**src/hw/rtl/mbsp_pkg.sv**
```systemverilog
// ----------------------------------------------------------------------------
// mbsp_pkg
// Widths, register codes and shared types of the signature patcher.
// ----------------------------------------------------------------------------
package mbsp_pkg;

  localparam int BYTE_W      = 8;
  localparam int MASK_W      = 8;
  localparam int LEN_W       = 4;
  localparam int SKIP_W      = 3;
  localparam int COUNT_W     = 32;
  localparam int CFG_IDX_W   = 3;
  localparam int CFG_DATA_W  = 64;
  localparam int MAX_LEN_DEF = 8;

  localparam logic [MASK_W-1:0] SIG_CARE_RST = 8'hFF;
  localparam logic [LEN_W-1:0]  SIG_LEN_RST  = 4'd8;

  typedef enum logic [CFG_IDX_W-1:0] {
    REG_SIG_BYTES   = 3'd0,
    REG_SIG_CARE    = 3'd1,
    REG_SIG_LEN     = 3'd2,
    REG_PATCH_BYTES = 3'd3,
    REG_PATCH_WRITE = 3'd4,
    REG_PATCH_LEN   = 3'd5
  } cfg_reg_e;

  // Per-cell control for one cycle
  typedef struct packed {
    logic load;   // take the incoming stream byte
    logic shift;  // take the neighbour's view
    logic patch;  // present the patch byte instead of the held byte
  } cell_ctl_t;

  typedef struct packed {
    logic [BYTE_W-1:0]  out_byte;
    logic               out_last;
    logic [COUNT_W-1:0] match_count;
  } out_item_t;

endpackage

```
**src/hw/rtl/mbsp_if.sv**
```systemverilog
// ----------------------------------------------------------------------------
// mbsp_if
// Valid/ready channels of the signature patcher: config, byte in, byte out.
// ----------------------------------------------------------------------------
interface mbsp_cfg_if import mbsp_pkg::*; ();
  logic                  valid;
  logic                  ready;
  logic [CFG_IDX_W-1:0]  index;
  logic [CFG_DATA_W-1:0] data;

  modport source (output valid, output index, output data, input ready);
  modport sink   (input valid, input index, input data, output ready);
endinterface

interface mbsp_in_if import mbsp_pkg::*; ();
  logic              valid;
  logic              ready;
  logic [BYTE_W-1:0] data_byte;
  logic              in_last;

  modport source (output valid, output data_byte, output in_last, input ready);
  modport sink   (input valid, input data_byte, input in_last, output ready);
endinterface

interface mbsp_out_if import mbsp_pkg::*; ();
  logic               valid;
  logic               ready;
  logic [BYTE_W-1:0]  out_byte;
  logic               out_last;
  logic [COUNT_W-1:0] match_count;

  modport source (output valid, output out_byte, output out_last, output match_count,
                  input ready);
  modport sink   (input valid, input out_byte, input out_last, input match_count,
                  output ready);
endinterface

```
**src/hw/rtl/mbsp_cell.sv**
```systemverilog
// ----------------------------------------------------------------------------
// mbsp_cell
// One window position: holds a byte, compares it, shows it patched or not.
// ----------------------------------------------------------------------------
module mbsp_cell import mbsp_pkg::*; (
  input  logic              clk_i,
  input  cell_ctl_t         ctl_i,
  input  logic [BYTE_W-1:0] in_byte_i,
  input  logic [BYTE_W-1:0] next_byte_i,
  input  logic [BYTE_W-1:0] sig_byte_i,
  input  logic              care_i,
  input  logic [BYTE_W-1:0] patch_byte_i,
  output logic [BYTE_W-1:0] view_o,
  output logic              hit_o
);

  logic [BYTE_W-1:0] byte_q;
  logic [BYTE_W-1:0] byte_d;

  assign hit_o  = !care_i || (byte_q == sig_byte_i);
  assign view_o = ctl_i.patch ? patch_byte_i : byte_q;

  always_comb begin
    if (ctl_i.load) begin
      byte_d = in_byte_i;
    end else if (ctl_i.shift) begin
      byte_d = next_byte_i;
    end else begin
      byte_d = byte_q;
    end
  end

  always_ff @(posedge clk_i) begin
    byte_q <= byte_d;
  end

endmodule

```
**src/hw/rtl/mbsp_out_buf.sv**
```systemverilog
// ----------------------------------------------------------------------------
// mbsp_out_buf
// Two-entry output queue; decouples the window from the output ready.
// ----------------------------------------------------------------------------
module mbsp_out_buf import mbsp_pkg::*; (
  input  logic       clk_i,
  input  logic       rst_ni,
  input  logic       push_i,
  input  out_item_t  item_i,
  output logic       space_o,
  mbsp_out_if.source out_o
);

  localparam int BUF_DEPTH = 2;
  localparam int CNT_W     = $clog2(BUF_DEPTH + 1);

  out_item_t        slot_q [BUF_DEPTH];
  logic             wr_q, wr_d;
  logic             rd_q, rd_d;
  logic [CNT_W-1:0] cnt_q, cnt_d;
  logic             pop;

  assign space_o           = (cnt_q != CNT_W'(BUF_DEPTH));
  assign out_o.valid       = (cnt_q != '0);
  assign out_o.out_byte    = slot_q[rd_q].out_byte;
  assign out_o.out_last    = slot_q[rd_q].out_last;
  assign out_o.match_count = slot_q[rd_q].match_count;
  assign pop               = out_o.valid && out_o.ready;

  always_comb begin
    wr_d  = push_i ? !wr_q : wr_q;
    rd_d  = pop ? !rd_q : rd_q;
    cnt_d = cnt_q + CNT_W'(push_i) - CNT_W'(pop);
  end

  always_ff @(posedge clk_i or negedge rst_ni) begin
    if (!rst_ni) begin
      wr_q  <= 1'b0;
      rd_q  <= 1'b0;
      cnt_q <= '0;
    end else begin
      wr_q  <= wr_d;
      rd_q  <= rd_d;
      cnt_q <= cnt_d;
    end
  end

  always_ff @(posedge clk_i) begin
    if (push_i) begin
      slot_q[wr_q] <= item_i;
    end
  end

endmodule

```
**src/hw/rtl/masked_byte_signature_patcher.sv**
```systemverilog
// ----------------------------------------------------------------------------
// masked_byte_signature_patcher - wildcard byte signature search and patch.
// Throughput 1 byte/cycle unless the output stalls. On the last item the held bytes
// drain at 1/cycle while the output queue has room; input stalls until the final one.
// Reset clears counters and flags and loads register defaults; window bytes stay unknown.
// ----------------------------------------------------------------------------
module masked_byte_signature_patcher import mbsp_pkg::*; #(
  parameter int MAX_LEN = MAX_LEN_DEF
) (
  input  logic      clk_i,
  input  logic      rst_ni,
  mbsp_cfg_if.sink  cfg_i,
  mbsp_in_if.sink   in_i,
  mbsp_out_if.source out_o
);

  localparam int FILL_W = $clog2(MAX_LEN + 1);

  // Configuration registers
  logic [CFG_DATA_W-1:0] sig_bytes_q;
  logic [MASK_W-1:0]     sig_care_q;
  logic [LEN_W-1:0]      sig_len_q;
  logic [CFG_DATA_W-1:0] patch_bytes_q;
  logic [MASK_W-1:0]     patch_write_q;
  logic [LEN_W-1:0]      patch_len_q;

  // Stream control
  logic [FILL_W-1:0]  fill_q, fill_d;
  logic [SKIP_W-1:0]  skip_q, skip_d;
  logic [COUNT_W-1:0] matches_q, matches_d;
  logic               drain_q, drain_d;  // an accepted item may still owe results
  logic               flush_q, flush_d;  // last item taken, emptying the window

  logic [LEN_W-1:0]   n_len;
  logic [LEN_W-1:0]   p_len;
  logic               full;
  logic               emit;
  logic               test;
  logic               match_ok;
  logic               match_fire;
  logic               cnt_inc;
  logic               flush_done;
  logic               accept;
  logic [FILL_W-1:0]  fill_after;
  logic [COUNT_W-1:0] count_out;
  logic               buf_space;
  out_item_t          item;

  logic [BYTE_W-1:0]  view [MAX_LEN];
  logic [BYTE_W-1:0]  nxt  [MAX_LEN];
  logic [MAX_LEN-1:0] hit;
  logic [MAX_LEN-1:0] in_win;

  // --------------------------------------------------------------------------
  // Configuration port: always ready, writes past the list are dropped
  // --------------------------------------------------------------------------
  assign cfg_i.ready = 1'b1;

  always_ff @(posedge clk_i or negedge rst_ni) begin
    if (!rst_ni) begin
      sig_bytes_q   <= '0;
      sig_care_q    <= SIG_CARE_RST;
      sig_len_q     <= SIG_LEN_RST;
      patch_bytes_q <= '0;
      patch_write_q <= '0;
      patch_len_q   <= '0;
    end else if (cfg_i.valid) begin
      case (cfg_i.index)
        REG_SIG_BYTES:   sig_bytes_q   <= cfg_i.data;
        REG_SIG_CARE:    sig_care_q    <= cfg_i.data[MASK_W-1:0];
        REG_SIG_LEN:     sig_len_q     <= cfg_i.data[LEN_W-1:0];
        REG_PATCH_BYTES: patch_bytes_q <= cfg_i.data;
        REG_PATCH_WRITE: patch_write_q <= cfg_i.data[MASK_W-1:0];
        REG_PATCH_LEN:   patch_len_q   <= cfg_i.data[LEN_W-1:0];
        default: ;
      endcase
    end
  end

  // --------------------------------------------------------------------------
  // Effective lengths: a zero length acts as one, clamp to the window depth;
  // the patch never reaches past the signature.
  // --------------------------------------------------------------------------
  always_comb begin
    if (sig_len_q == '0) begin
      n_len = LEN_W'(1);
    end else if (sig_len_q > LEN_W'(MAX_LEN)) begin
      n_len = LEN_W'(MAX_LEN);
    end else begin
      n_len = sig_len_q;
    end
    p_len = (patch_len_q > n_len) ? n_len : patch_len_q;
  end

  // --------------------------------------------------------------------------
  // Window control
  // Cell 0 holds the oldest byte. With queue room a byte leaves when a full
  // signature is held after an item came in, or while flushing. Only a full
  // window tests its start; after a match the next n-1 starts are passed.
  // --------------------------------------------------------------------------
  assign full       = (LEN_W'(fill_q) >= n_len);
  assign emit       = buf_space && (fill_q != '0) && ((drain_q && full) || flush_q);
  assign test       = emit && full;
  assign match_ok   = &(hit | ~in_win);
  assign match_fire = test && (skip_q == '0) && match_ok;
  assign cnt_inc    = match_fire && (matches_q != '1);
  assign count_out  = matches_q + COUNT_W'(cnt_inc);
  assign flush_done = emit && flush_q && (fill_q == FILL_W'(1));
  assign fill_after = fill_q - FILL_W'(emit);

  // Take a new byte once the previous one's drain ends this cycle; a new
  // stream may start in the cycle its predecessor's final byte leaves.
  assign in_i.ready = (!flush_q || flush_done) &&
                      (!drain_q || (LEN_W'(fill_after) < n_len));
  assign accept     = in_i.valid && in_i.ready;

  always_comb begin
    fill_d  = fill_after + FILL_W'(accept);
    drain_d = accept || (drain_q && (LEN_W'(fill_after) >= n_len));

    if (accept) begin
      flush_d = in_i.in_last;
    end else if (flush_done) begin
      flush_d = 1'b0;
    end else begin
      flush_d = flush_q;
    end

    if (flush_done) begin
      matches_d = '0;
      skip_d    = '0;
    end else begin
      matches_d = emit ? count_out : matches_q;
      if (!test) begin
        skip_d = skip_q;
      end else if (skip_q != '0) begin
        skip_d = skip_q - SKIP_W'(1);
      end else if (match_ok) begin
        skip_d = SKIP_W'(n_len - LEN_W'(1));
      end else begin
        skip_d = skip_q;
      end
    end
  end

  always_ff @(posedge clk_i or negedge rst_ni) begin
    if (!rst_ni) begin
      fill_q    <= '0;
      skip_q    <= '0;
      matches_q <= '0;
      drain_q   <= 1'b0;
      flush_q   <= 1'b0;
    end else begin
      fill_q    <= fill_d;
      skip_q    <= skip_d;
      matches_q <= matches_d;
      drain_q   <= drain_d;
      flush_q   <= flush_d;
    end
  end

  // --------------------------------------------------------------------------
  // Row of cells: each shifts its (possibly patched) byte towards cell 0 on
  // emit; the incoming byte lands behind the last held one.
  // --------------------------------------------------------------------------
  for (genvar j = 0; j < MAX_LEN; j++) begin : g_cell
    localparam logic [LEN_W-1:0] JPOS = LEN_W'(j);
    cell_ctl_t ctl;

    if (j == MAX_LEN - 1) begin : g_tail
      assign nxt[j] = '0;
    end else begin : g_body
      assign nxt[j] = view[j+1];
    end

    assign in_win[j]  = (JPOS < n_len);
    assign ctl.load   = accept && (fill_after == FILL_W'(j));
    assign ctl.shift  = emit;
    assign ctl.patch  = match_fire && (JPOS < p_len) && patch_write_q[j];

    mbsp_cell u_cell (
      .clk_i        (clk_i),
      .ctl_i        (ctl),
      .in_byte_i    (in_i.data_byte),
      .next_byte_i  (nxt[j]),
      .sig_byte_i   (sig_bytes_q[BYTE_W*j +: BYTE_W]),
      .care_i       (sig_care_q[j]),
      .patch_byte_i (patch_bytes_q[BYTE_W*j +: BYTE_W]),
      .view_o       (view[j]),
      .hit_o        (hit[j])
    );
  end

  // --------------------------------------------------------------------------
  // Output queue: the emitted item carries the count after this start's test
  // --------------------------------------------------------------------------
  assign item.out_byte    = view[0];
  assign item.out_last    = flush_done;
  assign item.match_count = count_out;

  mbsp_out_buf u_out_buf (
    .clk_i   (clk_i),
    .rst_ni  (rst_ni),
    .push_i  (emit),
    .item_i  (item),
    .space_o (buf_space),
    .out_o   (out_o)
  );

endmodule

```
**src/flat_wrapper.sv**
```systemverilog
// flat-port wrapper written by rule: the top's interface ports become plain ports
module masked_byte_signature_patcher_flat import mbsp_pkg::*;
#(
  parameter int MAX_LEN = MAX_LEN_DEF
)
  (clk_i, rst_ni, cfg_i_valid, cfg_i_index, cfg_i_data, cfg_i_ready, in_i_valid, in_i_data_byte, in_i_in_last, in_i_ready, out_o_valid, out_o_out_byte, out_o_out_last, out_o_match_count, out_o_ready);
  mbsp_cfg_if cfg_i_i ();
  mbsp_in_if in_i_i ();
  mbsp_out_if out_o_i ();
  input  logic clk_i;
  input  logic rst_ni;
  input wire logic [$bits(cfg_i_i.valid)-1:0] cfg_i_valid;
  input wire logic [$bits(cfg_i_i.index)-1:0] cfg_i_index;
  input wire logic [$bits(cfg_i_i.data)-1:0] cfg_i_data;
  output wire logic [$bits(cfg_i_i.ready)-1:0] cfg_i_ready;
  input wire logic [$bits(in_i_i.valid)-1:0] in_i_valid;
  input wire logic [$bits(in_i_i.data_byte)-1:0] in_i_data_byte;
  input wire logic [$bits(in_i_i.in_last)-1:0] in_i_in_last;
  output wire logic [$bits(in_i_i.ready)-1:0] in_i_ready;
  output wire logic [$bits(out_o_i.valid)-1:0] out_o_valid;
  output wire logic [$bits(out_o_i.out_byte)-1:0] out_o_out_byte;
  output wire logic [$bits(out_o_i.out_last)-1:0] out_o_out_last;
  output wire logic [$bits(out_o_i.match_count)-1:0] out_o_match_count;
  input wire logic [$bits(out_o_i.ready)-1:0] out_o_ready;
  assign cfg_i_i.valid = cfg_i_valid;
  assign cfg_i_i.index = cfg_i_index;
  assign cfg_i_i.data = cfg_i_data;
  assign cfg_i_ready = cfg_i_i.ready;
  assign in_i_i.valid = in_i_valid;
  assign in_i_i.data_byte = in_i_data_byte;
  assign in_i_i.in_last = in_i_in_last;
  assign in_i_ready = in_i_i.ready;
  assign out_o_valid = out_o_i.valid;
  assign out_o_out_byte = out_o_i.out_byte;
  assign out_o_out_last = out_o_i.out_last;
  assign out_o_match_count = out_o_i.match_count;
  assign out_o_i.ready = out_o_ready;
  masked_byte_signature_patcher #(.MAX_LEN(MAX_LEN)) u_core (.clk_i(clk_i), .rst_ni(rst_ni), .cfg_i(cfg_i_i), .in_i(in_i_i), .out_o(out_o_i));
endmodule
```
**config.mk**
```make
export PLATFORM = sky130hd
export DESIGN_NAME = masked_byte_signature_patcher_flat
export DESIGN_NICKNAME = d
export VERILOG_FILES = /design/src/hw/rtl/mbsp_pkg.sv /design/src/hw/rtl/mbsp_if.sv /design/src/hw/rtl/mbsp_cell.sv /design/src/hw/rtl/mbsp_out_buf.sv /design/src/hw/rtl/masked_byte_signature_patcher.sv /design/src/flat_wrapper.sv
export SDC_FILE = /design/constraint.sdc
export NUM_CORES = 1
export LEC_CHECK = 0
export ABC_AREA = 1
export BUFFER_PORTS_ARGS = -buffer_cell sky130_fd_sc_hd__clkbuf_2
export CELL_PAD_IN_SITES_DETAIL_PLACEMENT = 0
export CELL_PAD_IN_SITES_GLOBAL_PLACEMENT = 1
export CORE_ASPECT_RATIO = 0.6
export CORE_UTILIZATION = 40
export DETAILED_ROUTE_END_ITERATION = 7
export GPL_TIMING_DRIVEN = 1
export PLACE_DENSITY = 0.77
export SYNTH_ARGS = -nofsm -noshare
export SYNTH_HDL_FRONTEND = slang
export SYNTH_HIERARCHICAL = 1
export SYNTH_SLANG_ARGS = --single-unit
```
**constraint.sdc**
```tcl
create_clock -name clk_i -period 6 [get_ports clk_i]
set_input_delay 0.6 -clock clk_i [delete_from_list [all_inputs] [get_ports clk_i]]
set_output_delay 0.6 -clock clk_i [all_outputs]
set_load 0.02 [all_outputs]
```
==> results of run 1 <==
flip-flops by register name (all words and copies together) (netlist names), 4 cells and up:
register / count
u_core/sig_care_q: 8
u_core/u_out_buf/slot_q: 82
u_core/patch_len_q: 4
u_core/matches_q: 32
u_core/g_cell.u_cell/byte_q: 64
u_core/sig_bytes_q: 64
u_core/patch_bytes_q: 64
u_core/patch_write_q: 8
u_core/sig_len_q: 4
u_core/fill_q: 4
cell usage in the layout (no fill, tap or decap), drive strengths merged:
master,synthesis,layout
o21ai,214,214
or2,10,10
nor3,12,12
dlygate4sd3,0,1
nor2,81,81
clkinvlp,0,1
mux2,32,32
edfxtp,146,146
dfstp,9,9
clkbuf,32,171
clkinv,0,13
bufinv,0,2
xor2,22,22
a21oi,5,5
nor4,9,9
nor3b,1,1
nand3,47,47
xnor2,33,33
inv,221,223
nand2,853,853
nand4,5,5
ha,21,21
o21bai,1,1
buf,30,16
dfrtp,188,188
o211ai,1,1
conb,2,9
a31oi,2,2
per-layer routing:
metal	track usage, %	up-vias	share of wire [%]
met2	28.2	364	38
met5	0	-	0
met3	3.87	47	6.6
met4	3.95	0	1.3
li1	-	6487	-
met1	35.7	6148	54
worst max-delay path, delay by kind of cell (launching register included):
| kind | cells | cell delay, ns |
|---|---|---|
| adder cells (fa/ha/maj) | 4 | 1.41 |
| AND/OR/NAND/NOR | 10 | 1.07 |
| AO/OA/AOI/OAI | 2 | 0.75 |
| buffers and inverters | 6 | 0.70 |
| flip-flops | 1 | 0.40 |
worst paths after layout:
| path | start | to | slack [ns] | depth (start not counted) |
|---|---|---|---|---|
| max in group asynchronous | rst_ni | u_core/skip_q[1]$_DFFE_PN0P_ | 4.17 | 3 |
| hold / removal | in_i_in_last | u_core/flush_q$_DFFE_PN0P_ | 0.30 | 3 |
| setup / recovery | u_core/sig_len_q[2]$_DFFE_PN0P_ | in_i_ready | 0.55 | 22 |
| hold reg to reg | u_core/patch_bytes_q[44]$_DFFE_PN0P_ | u_core/patch_bytes_q[44]$_DFFE_PN0P_ | 0.48 | 2 |
| setup reg to reg | u_core/sig_len_q[2]$_DFFE_PN0P_ | u_core/g_cell[1].u_cell/byte_q[1]$_DFFE_PP_ | 0.60 | 23 |
| min in group asynchronous | rst_ni | u_core/sig_bytes_q[21]$_DFFE_PN0P_ | 0.55 | 2 |
area by class of cell:
type	count	area (um^2)	area share (%)
inverters	221	837	4.34
clock buffers	48	1010	5.23
repair buffers	140	767	3.98
well taps	570	713	3.70
clock inverters	18	143	0.740
multi-input cells	1358	6480	33.6
flip-flops and latches	343	9330	48.4
kinds of logic (layout without fill, tap and decap cells):
kind of cell    Yosys count  after routing  share of synthesized area (%)
mux                      32             32                           2.48
buf+inv                 283            427                           7.14
other cells               2              9                         0.0443
compound gates          223            223                           6.65
flops                   343            343                           55.0
fa+ha+maj                21             21                           1.55
xor+xnor                 55             55                           2.97
simple gates           1018           1018                           24.2
metrics by stage:
| stage | worst slack [ns] | hold WS (ns) |
|---|---|---|
| global route | 0.0638 | 0.300 |
| finish | 0.549 | 0.301 |
| detailed placement | 0.658 | 0.472 |
| global placement | 0.721 | 0.460 |
| floorplan | 1.67 | 0.304 |
| CTS | 0.509 | 0.291 |
report_power, final:
| group | internal [mW] | switching, mW |
|---|---|---|
| sequential | 3.48 | 0.470 |
| combinational | 1.04 | 2.20 |
| clock | 1.27 | 0.939 |
==> impl_metrics.ini, run 1 <==
[synth]
ys_top_cells_by_area = dfrtp_1 (28%), edfxtp_1 (26%), nand2_1 (19%)
synth_warnings = 6
synth_edf_count = 146
ys_seq_area_share_pct = 55.0
yosysUniqueCellTypes = 39
postSynthCellCount = 1977
synth_area_leader_cell = dfrtp_1
avgSynthCellArea_um2 = 8.58
synth_most_common_cell = nand2_1
ys.flop_type = dfrtp_1
ys_ff_latch = 343
synthTopCellsByCount = nand2_1 (836), inv_1 (217), o21ai_0 (208), dfrtp_1 (188), edfxtp_1 (146)
syn_area_um2 = 17000
synth_top_area_share_pct = 27.7
synthArstFlopShare_pct = 57.4

[layout]
design_area_um2 = 19300
finalNonFillerCells = 2698
utilization_pct = 46.0
syn2layout_area_growth_pct = 13.6
antenna_cells = 0
fillers = 4158
layout-drive-gt1-share_pct = 13.5
final_nets = 2202

[sta]
maxSlewHeadroom_pct = 24.1
fin_crit_ns = 5.45
slew_viol_final = 0
setup_violations = 0
rsz0062_at_grt = no
tns_ns = 0
layout_worst_path_cycle_share_pct = 90.9
finalHoldViolCount = 0
finClkSkew_ns = 0.0221
worst_pin_slew_ns = 1.14
clock.fmax_ghz = 0.183

[clocking]
cts_buffer_depth = 3
clkTransAtPathRegs_ns = 0.06
ctsRootBufferMaster = clkbuf_16
htreeDepth = 2
clock_latency_ns = 0.54
cts_tree = built
hold_buffers = 1
cts_inserted_buffers = 36
post-cts-setup-buffers = 0
post_cts_resized = 0
clock_sink_count = 343

[placement]
portBuffers = 123
post-dp-hpwl_mm = 32.4
placed_area_um2 = 18100
dpl.cell_count = 2631
gp_congestion = 0.915

[floorplanning]
rows = 58
die_h_um = 161
die_width_um = 268
ios = 125
start_util_pct = 40.5
coreArea_um2 = 41900
die_area_um2 = 43200

[setup_path]
cpPeakStageDelay_ns = 0.62
worstSetupPathType = reg -> out
cpMaxStageDelayCell = o21ai_0
worstPathArrival_ns = 4.85
critPathCaptureType = output pin
cp_cell_sequence = nor2_1 -> inv_1 -> o21ai_0 -> ha_1 -> nand3_1 -> nand3_1 -> nand2_1 -> nand2_1 -> nand2_2 -> inv_2 -> ha_1 -> ha_1 -> inv_1 -> ha_1 -> inv_1 -> nor2_1 -> o21ai_0 -> nand2_1 -> nand2_1 -> nand2_1 -> inv_1 -> clkbuf_2
cp_common_cell = nand2_1
startpoint_type = register
cp.required_ns = 5.40
cp_max_fo = 19

[status]
outcome = completed

[route]
first_pass_iters = 5
viasPerCell = 4.84
drc = 0
wire_per_inst_um = 16.7
ant_nets = 0
dr_total_vias = 13046
wirelength_mm = 45.2
drt-initial-drc-count = 1052

[job]
drv_cap = 0

[grt]
grt_pass1_wl_mm = 71.1
grt_usage_pct = 21.4
grt_max_degree = 156
grt_pass1_vias = 12233
grt_overflow = 0
antenna_found_initial = 0

[hold_path]
worstHoldPathType = in -> reg

[pwr]
p_leak_nw = 9.23
peakVddDrop_mv = 0.186
power_density_nw_per_um2 = 488
power_mw = 9.41
(Power assumes the default switching activity.)
==> run 2: changes to the inputs <==
- CORE_ASPECT_RATIO: 0.6 -> unset
- CTS_BUF_LIST: unset -> sky130_fd_sc_hd__clkbuf_2 sky130_fd_sc_hd__clkbuf_4 sky130_fd_sc_hd__clkbuf_8
==> impl_metrics.ini, run 2 (same netlist as run 1, synthesis figures left out) <==
[status]
outcome = completed

[route]
dr_total_vias = 12849
drt-initial-drc-count = 749
drc = 0
wirelength_mm = 41.8
wire_per_inst_um = 15.4
ant_nets = 0
first_pass_iters = 5
viasPerCell = 4.74

[sta]
slew_viol_final = 0
clock.fmax_ghz = 0.193
setup_violations = 0
fin_crit_ns = 5.18
layout_worst_path_cycle_share_pct = 86.4
maxSlewHeadroom_pct = 29.2
worst_pin_slew_ns = 1.06
finClkSkew_ns = 0.0313
tns_ns = 0
finalHoldViolCount = 0
rsz0062_at_grt = no

[grt]
grt_overflow = 0
globalRouteMet2Util_pct = 33.8
grtUsageMet3_pct = 2.85
top_usage_layer = met2
grt_usage_pct = 19.7
antenna_found_initial = 0
grt_max_degree = 107
grt_pass1_vias = 12773
use_met1_pct = 25.6
grt_pass1_wl_mm = 67.2

[layout]
fillers = 4139
antenna_cells = 0
final_nets = 2222
finalNonFillerCells = 2709
largest_reg_flops = 82
layout-drive-gt1-share_pct = 15.8
utilization_pct = 46.3
design_area_um2 = 19400
layout_common_cells = nand2_1 (835), inv_1 (217), o21ai_0 (208)
mostFrequentLayoutCell = nand2_1
top_register = u_core/u_out_buf/slot_q
syn2layout_area_growth_pct = 14.2

[clocking]
cts_inserted_buffers = 58
ctsRootBufferMaster = clkbuf_8
post_cts_resized = 0
clock_latency_ns = 0.64
clock_sink_count = 343
clkTransAtPathRegs_ns = 0.06
htreeDepth = 2
cts_buffer_depth = 3
cts_tree = built
hold_buffers = 0
post-cts-setup-buffers = 0

[setup_path]
reg2reg_to = u_core/g_cell[3].u_cell/byte_q[5]$_DFFE_PP_
worstPathArrival_ns = 4.58
reg2reg_depth = 25
cp_max_fo = 19
reg2reg_setup_slack_ns = 1.08
worstSetupPathType = reg -> out
cp.required_ns = 5.40
rr_startpoint = u_core/sig_len_q[3]$_DFFE_PN1P_
startpoint_type = register
startpoint = u_core/sig_len_q[3]$_DFFE_PN1P_
crit_end = in_i_ready
critPathCaptureType = output pin

[floorplanning]
die_width_um = 208
rows = 75
ios = 125
die_h_um = 208
die_area_um2 = 43200
coreArea_um2 = 41900
start_util_pct = 40.5

[placement]
placed_area_um2 = 18100
dpl.cell_count = 2599
post-dp-hpwl_mm = 29.9
portBuffers = 123
gp_congestion = 0.863

[job]
drv_cap = 0

[pwr]
p_leak_nw = 9.36
peakVddDrop_mv = 0.206
power_density_nw_per_um2 = 480

[hold_path]
worstHoldPathType = in -> async
==> run 2: cell types whose count changed in the layout (fill, tap and decap cells not counted), sizes merged <==
cell         delta
clkinv          -2
buf             -1
bufinv          -1
clkbuf         +48
dlygate4sd3     -1
inv             -1
==> run 2: power by group <==
part / internal, mW / switching (mW)
clock network: 1.31 / 0.961
registers: 3.48 / 0.462
logic: 1.03 / 2.04
total: 5.83 / 3.46
==> run 2: worst max-delay path, cell delays in order, from the launching register on <==
cell,delay [ns]
dfstp_2,0.57
inv_1,0.14
nand2_1,0.11
o21ai_0,0.26
ha_1,0.37
nand3_1,0.08
nand3_1,0.09
nand2_1,0.07
nand2_1,0.06
nand2_2,0.29
inv_2,0.07
ha_1,0.20
ha_1,0.19
or2_2,0.27
nand2_1,0.12
inv_1,0.09
ha_1,0.27
nand2_1,0.06
inv_1,0.04
o21ai_0,0.06
nand2_1,0.06
nand2_1,0.11
nand2_1,0.07
inv_1,0.10
clkbuf_2,0.18
==> run 2: worst min path at each step <==
stage	startpoint	to	slack, ns	depth (start not counted)
6_report	rst_ni	u_core/matches_q[23]$_DFFE_PN0P_	0.09	1
3_3_place_gp	u_core/patch_bytes_q[1]$_DFFE_PN0P_	u_core/patch_bytes_q[1]$_DFFE_PN0P_	0.46	2
3_5_place_dp	u_core/patch_bytes_q[1]$_DFFE_PN0P_	u_core/patch_bytes_q[1]$_DFFE_PN0P_	0.47	2
4_1_cts	rst_ni	u_core/matches_q[23]$_DFFE_PN0P_	0.09	1
5_1_grt	rst_ni	u_core/matches_q[23]$_DFFE_PN0P_	0.12	1
2_1_floorplan	rst_ni	u_core/drain_q$_DFF_PN0_	0.30	0
==> run 2: through the flow <==
stage                     setup WS (ns)  power [mW]  hold slack (ns)
after floorplan                    1.67        6.10            0.304
after global placement             1.25        7.02            0.462
after detailed placement           1.10        7.11            0.468
after CTS                         0.709        9.43           0.0882
after global routing              0.429        9.98            0.124
final                             0.817        9.29           0.0887
==> run 2: per-layer routing <==
| metal | share of wire [%] | wire (um) |
|---|---|---|
| met4 | 2.0 | 846 |
| met2 | 49 | 20600 |
| met5 | 0 | 0 |
| met1 | 45 | 18700 |
| met3 | 4.0 | 1660 |
==> run 2: cell type report <==
cell class                      instances  area, um^2  area share, %
Inverter                              221         837           4.32
Timing Repair Buffer                  138         749           3.87
Clock inverter                         14         104          0.536
Sequential cell                       343        9330           48.1
Multi-Input combinational cell       1358        6480           33.4
Clock buffer                           96        1200           6.21
Tap cell                              539         674           3.48
